==> src/rtl/rrts_pkg.sv <==
package rrts_pkg;

  // Request kinds carried on s_tuser.
  localparam logic [1:0] MODE_CREATE = 2'd0;
  localparam logic [1:0] MODE_YIELD  = 2'd1;
  localparam logic [1:0] MODE_EXIT   = 2'd2;

  // Response kinds carried on m_tuser.
  localparam logic [1:0] STATUS_CREATED  = 2'd0;
  localparam logic [1:0] STATUS_FULL     = 2'd1;
  localparam logic [1:0] STATUS_SWITCHED = 2'd2;
  localparam logic [1:0] STATUS_NONE     = 2'd3;

  // Per-slot state.
  localparam logic [1:0] SLOT_UNUSED  = 2'd0;
  localparam logic [1:0] SLOT_READY   = 2'd1;
  localparam logic [1:0] SLOT_RUNNING = 2'd2;

  localparam int ADDR_W     = 32;
  localparam int INDEX_W    = 4;
  localparam int IN_DATA_W  = 32;
  localparam int OUT_DATA_W = 80;
  localparam int APB_ADDR_W = 2;

  localparam logic [APB_ADDR_W-1:0] REG_STACK_BASE = 2'd0;

  // Commands from the sequencer to the slot table.
  typedef struct packed {
    logic seek_unused;  // scan compares against unused instead of ready
    logic free_cur;     // mark the current slot unused
    logic create_set;   // mark the scanned slot ready
    logic switch_set;   // scanned slot runs, the old current one goes back to ready
  } slot_cmd_t;

endpackage

==> src/rtl/round_robin_task_scheduler_core.sv <==
// Round-robin task scheduler. Each request on the s_ side (create, yield or exit, kind on
// s_tuser) yields exactly one response on the m_ side, with its kind on m_tuser. The
// block handles one request at a time: the request is taken in the idle state, then a
// single compare unit walks the slot table one slot per cycle, starting at slot 0 for a
// create and at the slot after the current task (slot 0 if there is none) for a yield
// or exit, and stops at the first match or once every slot has been examined. On a
// match the hit state updates the table and, for a create, the entry memory; the
// finish state then forms the response, waiting while a previous response is still held
// on m_tready. A request of the unused kind skips the scan. The initial stack pointer is
// stack_region_base + (slot + 1) * STACK_BYTES - 4, modulo 2^32. stack_region_base lies
// at APB address 0 and should be written only while no request is in flight.
module round_robin_task_scheduler_core
  import rrts_pkg::*;
#(
  parameter int TASK_SLOTS  = 16,
  parameter int STACK_BYTES = 4096
) (
  input  logic                  clk,
  input  logic                  rst,
  // APB configuration port
  input  logic                  psel,
  input  logic                  penable,
  input  logic                  pwrite,
  input  logic [APB_ADDR_W-1:0] paddr,
  input  logic [31:0]           pwdata,
  output logic [31:0]           prdata,
  output logic                  pready,
  // Request stream
  input  logic                  s_tvalid,
  output logic                  s_tready,
  input  logic [IN_DATA_W-1:0]  s_tdata,   // [31:0] entry_address
  input  logic [1:0]            s_tuser,   // [1:0] mode
  // Response stream
  output logic                  m_tvalid,
  input  logic                  m_tready,
  output logic [OUT_DATA_W-1:0] m_tdata,   // [3:0] task_index, [7:4] previous_index,
                                           // [8] previous_valid, [40:9] start_address,
                                           // [72:41] initial_stack, [79:73] zero
  output logic [1:0]            m_tuser    // [1:0] status
);

  localparam int SLOT_W = $clog2(TASK_SLOTS);

  typedef enum logic [1:0] {
    ST_IDLE,
    ST_SCAN,
    ST_HIT,
    ST_FINISH
  } state_t;

  state_t              state;
  logic [SLOT_W-1:0]   ptr;
  logic [SLOT_W-1:0]   cnt;
  logic [1:0]          mode_q;
  logic [ADDR_W-1:0]   entry_q;
  logic                found;
  logic [ADDR_W-1:0]   prod;
  logic [SLOT_W-1:0]   prev_idx;
  logic                prev_ok;
  logic                cur_valid;
  logic [SLOT_W-1:0]   cur_slot;
  logic [ADDR_W-1:0]   stack_base;

  slot_cmd_t           cmd;
  logic                hit;
  logic                accept;
  logic                is_create;
  logic [SLOT_W-1:0]   ptr_wrap;
  logic [SLOT_W-1:0]   cur_wrap;
  logic [SLOT_W:0]     ptr_inc;
  logic [ADDR_W-1:0]   ram_rdata;
  logic [ADDR_W-1:0]   start_addr;
  logic [ADDR_W-1:0]   stack_ptr;
  logic [7:0]          idx_wide;
  logic [7:0]          prev_wide;
  logic [1:0]          status_out;
  logic                cfg_write;

  // Configuration register
  assign pready    = 1'b1;
  assign cfg_write = psel && penable && pwrite && pready && (paddr == REG_STACK_BASE);
  assign prdata    = (paddr == REG_STACK_BASE) ? stack_base : 32'd0;

  always_ff @(posedge clk) begin
    if (rst) begin
      stack_base <= '0;
    end else if (cfg_write) begin
      stack_base <= pwdata;
    end
  end

  assign s_tready  = (state == ST_IDLE);
  assign accept    = s_tvalid && s_tready;
  assign is_create = (mode_q == MODE_CREATE);

  assign ptr_wrap = (ptr == SLOT_W'(TASK_SLOTS - 1)) ? '0 : ptr + 1'b1;
  assign cur_wrap = (cur_slot == SLOT_W'(TASK_SLOTS - 1)) ? '0 : cur_slot + 1'b1;
  assign ptr_inc  = {1'b0, ptr} + (SLOT_W + 1)'(1);

  always_comb begin
    cmd             = '0;
    cmd.seek_unused = is_create;
    cmd.free_cur    = accept && (s_tuser == MODE_EXIT) && cur_valid;
    cmd.create_set  = (state == ST_HIT) && is_create;
    cmd.switch_set  = (state == ST_HIT) && !is_create;
  end

  rrts_slot_table #(
    .TASK_SLOTS(TASK_SLOTS)
  ) u_table (
    .clk       (clk),
    .rst       (rst),
    .cmd       (cmd),
    .ptr       (ptr),
    .cur_valid (cur_valid),
    .cur_slot  (cur_slot),
    .hit       (hit)
  );

  // Entry addresses; the read port follows the scan pointer so the chosen
  // slot's entry is registered and ready in the cycle after the hit.
  rrts_ram #(
    .WIDTH (ADDR_W),
    .DEPTH (TASK_SLOTS)
  ) u_entry_ram (
    .clk   (clk),
    .we    (cmd.create_set),
    .waddr (ptr),
    .wdata (entry_q),
    .raddr (ptr),
    .rdata (ram_rdata)
  );

  assign start_addr = is_create ? entry_q : ram_rdata;
  assign stack_ptr  = stack_base + prod - 32'd4;
  assign idx_wide   = 8'(ptr);
  assign prev_wide  = 8'(prev_idx);

  always_comb begin
    if (found) begin
      status_out = is_create ? STATUS_CREATED : STATUS_SWITCHED;
    end else begin
      status_out = is_create ? STATUS_FULL : STATUS_NONE;
    end
  end

  always_ff @(posedge clk) begin
    if (rst) begin
      state     <= ST_IDLE;
      cur_valid <= 1'b0;
      cur_slot  <= '0;
      m_tvalid  <= 1'b0;
      found     <= 1'b0;
      ptr       <= '0;
      cnt       <= '0;
      mode_q    <= MODE_CREATE;
    end else begin
      // In the finish state the response register is reloaded below instead.
      if (m_tvalid && m_tready && state != ST_FINISH) begin
        m_tvalid <= 1'b0;
      end
      case (state)
        ST_IDLE: begin
          if (accept) begin
            mode_q  <= s_tuser;
            entry_q <= s_tdata;
            cnt     <= '0;
            found   <= 1'b0;
            if (s_tuser == MODE_CREATE) begin
              ptr   <= '0;
              state <= ST_SCAN;
            end else if (s_tuser == MODE_YIELD || s_tuser == MODE_EXIT) begin
              ptr   <= cur_valid ? cur_wrap : '0;
              state <= ST_SCAN;
            end else begin
              // Unused request kind: answered as no ready task.
              state <= ST_FINISH;
            end
          end
        end
        ST_SCAN: begin
          if (hit) begin
            found <= 1'b1;
            state <= ST_HIT;
          end else if (cnt == SLOT_W'(TASK_SLOTS - 1)) begin
            state <= ST_FINISH;
          end else begin
            ptr <= ptr_wrap;
            cnt <= cnt + 1'b1;
          end
        end
        ST_HIT: begin
          prod <= 32'(ptr_inc) * 32'(STACK_BYTES);
          if (is_create) begin
            prev_idx <= '0;
            prev_ok  <= 1'b0;
          end else begin
            prev_idx  <= cur_valid ? cur_slot : '0;
            prev_ok   <= cur_valid;
            cur_slot  <= ptr;
            cur_valid <= 1'b1;
          end
          state <= ST_FINISH;
        end
        ST_FINISH: begin
          if (!m_tvalid || m_tready) begin
            m_tvalid <= 1'b1;
            m_tuser  <= status_out;
            if (found) begin
              m_tdata <= {7'd0, stack_ptr, start_addr, prev_ok,
                          prev_wide[INDEX_W-1:0], idx_wide[INDEX_W-1:0]};
            end else begin
              m_tdata <= '0;
            end
            state <= ST_IDLE;
          end
        end
        default: begin
          state <= ST_IDLE;
        end
      endcase
    end
  end

endmodule

==> src/rtl/rrts_ram.sv <==
module rrts_ram #(
  parameter int WIDTH = 32,
  parameter int DEPTH = 16
) (
  input  logic                     clk,
  input  logic                     we,
  input  logic [$clog2(DEPTH)-1:0] waddr,
  input  logic [WIDTH-1:0]         wdata,
  input  logic [$clog2(DEPTH)-1:0] raddr,
  output logic [WIDTH-1:0]         rdata
);

  logic [WIDTH-1:0] mem [DEPTH];

  always_ff @(posedge clk) begin
    if (we) begin
      mem[waddr] <= wdata;
    end
    rdata <= mem[raddr];
  end

endmodule

==> src/rtl/rrts_slot_table.sv <==
module rrts_slot_table
  import rrts_pkg::*;
#(
  parameter int TASK_SLOTS = 16
) (
  input  logic                          clk,
  input  logic                          rst,
  input  slot_cmd_t                     cmd,
  input  logic [$clog2(TASK_SLOTS)-1:0] ptr,
  input  logic                          cur_valid,
  input  logic [$clog2(TASK_SLOTS)-1:0] cur_slot,
  output logic                          hit
);

  localparam int SLOT_W = $clog2(TASK_SLOTS);

  logic [1:0] status [TASK_SLOTS];

  // One slot is examined per cycle at the scan pointer.
  assign hit = (status[ptr] == (cmd.seek_unused ? SLOT_UNUSED : SLOT_READY));

  always_ff @(posedge clk) begin
    if (rst) begin
      for (int j = 0; j < TASK_SLOTS; j++) begin
        status[j] <= SLOT_UNUSED;
      end
    end else begin
      for (int j = 0; j < TASK_SLOTS; j++) begin
        if (cmd.free_cur && cur_slot == SLOT_W'(j)) begin
          status[j] <= SLOT_UNUSED;
        end
        if (cmd.create_set && ptr == SLOT_W'(j)) begin
          status[j] <= SLOT_READY;
        end
        if (cmd.switch_set) begin
          // A freed current slot stays freed; the chosen slot wins if both match.
          if (ptr == SLOT_W'(j)) begin
            status[j] <= SLOT_RUNNING;
          end else if (cur_valid && cur_slot == SLOT_W'(j) && status[j] != SLOT_UNUSED) begin
            status[j] <= SLOT_READY;
          end
        end
      end
    end
  end

endmodule

==> config.mk <==
export PLATFORM = sky130hd
export DESIGN_NAME = round_robin_task_scheduler_core
export DESIGN_NICKNAME = d
export VERILOG_FILES = /design/src/rtl/rrts_pkg.sv /design/src/rtl/round_robin_task_scheduler_core.sv /design/src/rtl/rrts_ram.sv /design/src/rtl/rrts_slot_table.sv
export SDC_FILE = /design/constraint.sdc
export NUM_CORES = 1
export LEC_CHECK = 0
export BUFFER_PORTS_ARGS = -buffer_cell sky130_fd_sc_hd__buf_2
export CELL_PAD_IN_SITES_DETAIL_PLACEMENT = 0
export CELL_PAD_IN_SITES_GLOBAL_PLACEMENT = 1
export CORE_MARGIN = 3
export CORE_UTILIZATION = 30
export CTS_CLUSTER_SIZE = 20
export DETAILED_ROUTE_END_ITERATION = 10
export PLACE_DENSITY_LB_ADDON = 0.1
export SYNTH_ARGS = -nofsm -noshare
export SYNTH_HDL_FRONTEND = slang
export SYNTH_SLANG_ARGS = --single-unit
==> constraint.sdc <==
create_clock -name clk -period 7.25 [get_ports clk]
set_clock_uncertainty 0.15 [all_clocks]
set_input_delay 0 -clock clk [delete_from_list [all_inputs] [get_ports clk]]
set_output_delay 0 -clock clk [all_outputs]
set_load 0.005 [all_outputs]
==> run_results.csv <==
group,metric,value,unit
yosys,async_reset_ff_share,0,%
power_and_ir_drop,power_switching_share,27.2,%
power_and_ir_drop,clockPowerShare,36.2,%
placed_design,dp_cells,3333,
finish,syn2layout_area_growth,24.2,%
floorplan,die_area,105000,sq um
worst_hold_path,holdPathEnd,"entry_q[29]$_DFFE_PP_",
drt,ant_nets,0,
timing,relSlewSlack,28.6,%
power_and_ir_drop,combinationalPowerShare,19.2,%
drt,avgRoutedWirePerCell,23.0,um
cts,cts_resized,0,
timing,layout_min_cycle_time,3.72,ns
floorplan,pin_count,192,
cts,h-tree-depth,3,
finish,antenna_cells,0,
worst_hold_path,worstHoldPathCells,2,
job,maxCapViolations,0,
worst_hold_path,hold_path.class,"in -> reg",
setup_path,worst-r2r-cell-count,6,
timing,hold_violations,0,
power_and_ir_drop,seqPwrFrac,44.6,%
yosys,avgSynthCellArea,16.4,sq um
cts,cts-root-buf,"clkbuf_16",
finish,final_common_cell,"edfxtp_1",
setup_path,start_kind,"register",
placed_design,dpl.hpwl,47.0,mm
setup_path,crit_slowest_cell,"buf_4",
setup_path,rr_startpoint,"mode_q[1]$_SDFFE_PP0P_",
floorplan,die_w,325,um
cts,clk_path_buf_depth,3,
drt,avgViaCountPerCell,4.79,
yosys,synth_cell_types,66,
global_routing,grt_pass1_wl,127,mm
yosys,synthFlopType,"edfxtp_1",
timing,setup-tns-final,0,ns
setup_path,end_kind,"register",
global_routing,grt_pass1_vias,19000,
floorplan,coreArea,100000,sq um
drt,drc_errors,0,
global_routing,grt_start_max_net_pins,58,
drt,firstDrtPassIters,5,
setup_path,cpMostUsedCell,"buf_4",
power_and_ir_drop,power.density,318,nW/um^2
setup_path,path_cells,"nor2_4 -> buf_4 -> nand2_1 -> buf_4 -> nor2_4 -> buf_4",
power_and_ir_drop,power_switching,3.27,mW
finish,fin_nets,2382,
placed_design,io_buffer_count,183,
yosys,netlist_area,30500,sq um
placed_design,gp_congestion,0.753,
timing,finalCritPeriodShare,51.3,%
yosys,syn_inst,1858,
floorplan,die_h,325,um
setup_path,cp_max_fo,32,
cts,clk_pin_slew,0.06,ns
timing,fmax,269,MHz
global_routing,grt.overflow.total,0,
timing,hold_ws,0.0712,ns
finish,mostFrequentLayoutCells,"edfxtp_1, nand2_1, dlygate4sd3_1",
finish,drive_above_1_share,23.6,%
cts,clkLatencyLatePin,0.64,ns
placed_design,pre_cts_slack,3.46,ns
cts,numCtsBuffers,87,
finish,stdcell_count,3686,
yosys,yosysWarnings,0,
timing,worstMarginPinSlew,1.07,ns
setup_path,crit_start,"mode_q[1]$_SDFFE_PP0P_",
setup_path,critical_path_arrival,3.83,ns
setup_path,critPathRequiredTime,7.36,ns
yosys,synth_seq_cells,748,
global_routing,antenna_found_initial,1,
finish,multi_input_area,8370,sq um
yosys,seq_area_frac_synth,70.8,%
drt,wirelength,84.9,mm
status,status,"finished, final reports clean",
worst_hold_path,worstHoldStart,"s_tdata[29]",
timing,setup-violations-final,0,
setup_path,critPathKind,"reg -> reg",
yosys,synth_edf_count,661,
cts,cts_setup_buffers,0,
floorplan,rows,116,
finish,fillCellCount,9531,
cts,cts_tree,"done",
timing,rsz0062_at_grt,"false",
power_and_ir_drop,power_leakage,12.8,nW
timing,final_max_slew_viol_count,0,
setup_path,r2r_end,"u_entry_ram.mem[11][9]$_DFFE_PN_",
drt,vias,17600,
cts,clock_sinks,748,
power_and_ir_drop,peakVddDrop,0.184,mV
finish,utilization,37.7,%
setup_path,slowest_delay,0.63,ns
timing,postLayoutSetupSlackWorst,3.53,ns
power_and_ir_drop,p_int,8.76,mW
drt,drtIter0Drc,1134,
global_routing,gr-usage-all-layers,16.1,%
finish,register_area,21600,sq um
setup_path,r2r_setup_slack,3.53,ns
floorplan,initial_core_util,30.4,%
## area by class of cell
type / count / area share [%]
Clock buffer: 108 / 6.17
Inverter: 64 / 0.634
Sequential cell: 748 / 57.0
Tap cell: 1357 / 4.48
Clock inverter: 54 / 1.42
Timing Repair Buffer: 408 / 8.15
Multi-Input combinational cell: 947 / 22.1
## power groups by stage
stage | sequential (mW) | clock (mW) | combinational, mW
finish | 5.37 | 4.36 | 2.31
global route | 5.43 | 4.68 | 2.52
CTS | 5.39 | 4.52 | 2.38
detailed placement | 5.48 | 0 | 2.31
global placement | 5.48 | 0 | 2.31
floorplan | 5.21 | 0 | 1.79
## flip-flops by register name (all words and copies together) (netlist names), named ones only
name	cells
m_tvalid	1
ptr	4
prev_ok	1
m_tdata	73
cur_valid	1
m_tuser	2
state	2
prev_idx	4
stack_base	32
u_entry_ram.rdata	32
cur_slot	4
prod	5
entry_q	32
u_entry_ram.mem	512
cnt	4
u_table.status	32
found	1
mode_q	2
## per-stage QoR
step	area (sq um)	power, mW
after floorplan	30500	7.00
after global placement	33100	7.79
after detailed placement	33100	7.79
after CTS	37900	12.3
after global routing	37900	12.6
final	37900	12.0
## critical path, delay by kind of cell, from the launching register on
family / cells / cell delay [ns]
and+or+nand+nor: 3 / 1.21
buffers and inverters: 3 / 1.56
DFF: 1 / 0.33
## cell usage after synthesis (4+ instances only)
master     instances  area [sq um]
nor2b_1           11          68.8
clkbuf_1          73           274
nor3_1            40           200
o21ai_0           21           105
a211oi_1          18           135
nor2_1           111           417
a21o_1            11          82.6
nor3b_1            5          37.5
dfxtp_1           87          1740
nand4_1            7          43.8
nand2_1          195           732
ha_1              50           626
inv_1             62           233
o21ai_1            4          20.0
a21oi_1          109           546
mux2i_1           12           120
mux4_2           168          3780
and3_1             7          43.8
xor2_1            10          87.6
o21a_1            10          75.1
o211ai_1           4          30.0
nand2b_1          13          81.3
buf_2              9          45.0
buf_1             13          48.8
buf_4              9          67.6
edfxtp_1         661         19800
o2111ai_1          5          43.8
xnor2_1           14           123
and2_1            18           113
nand3_1           31           155
a31oi_1           16           100
## per-layer routing
| layer | global-route usage [%] | vias to the layer above | share of wire (%) |
|---|---|---|---|
| li1 | - | 7984 | - |
| met1 | 21.4 | 9153 | 45 |
| met2 | 27.1 | 382 | 49 |
| met3 | 2.41 | 127 | 3.5 |
| met4 | 4.75 | 0 | 2.7 |
| met5 | 0 | - | 0 |
## cells by family after synthesis
family                   synth area share (%)
AO/OA/AOI/OAI                            4.71
XOR/XNOR                                0.689
adder cells (fa/ha/maj)                  2.12
buffers and inverters                    2.23
flip-flops                               70.8
multiplexers                             12.8
other                                  0.0246
AND/OR/NAND/NOR                          6.57
## what timing repair did
| action | CTS | global route |
|---|---|---|
| hold endpoints to repair | 86 | 0 |
| setup endpoints to repair | 0 | 0 |
| hold buffers | 191 | 0 |
## worst max path at each step
stage	slack (ns)	cells after the start	endpoint
6_report	3.53	6	u_entry_ram.mem[11][9]$_DFFE_PN_
5_1_grt	3.36	6	u_entry_ram.mem[11][14]$_DFFE_PN_
4_1_cts	3.44	6	u_entry_ram.mem[11][7]$_DFFE_PN_
3_5_place_dp	3.46	6	u_entry_ram.mem[11][14]$_DFFE_PN_
3_3_place_gp	3.54	6	u_entry_ram.mem[9][17]$_DFFE_PP_
2_1_floorplan	0.43	2	m_tdata[0]$_SDFFCE_PN0P_
No activity file was read; power rests on OpenSTA's default activity.
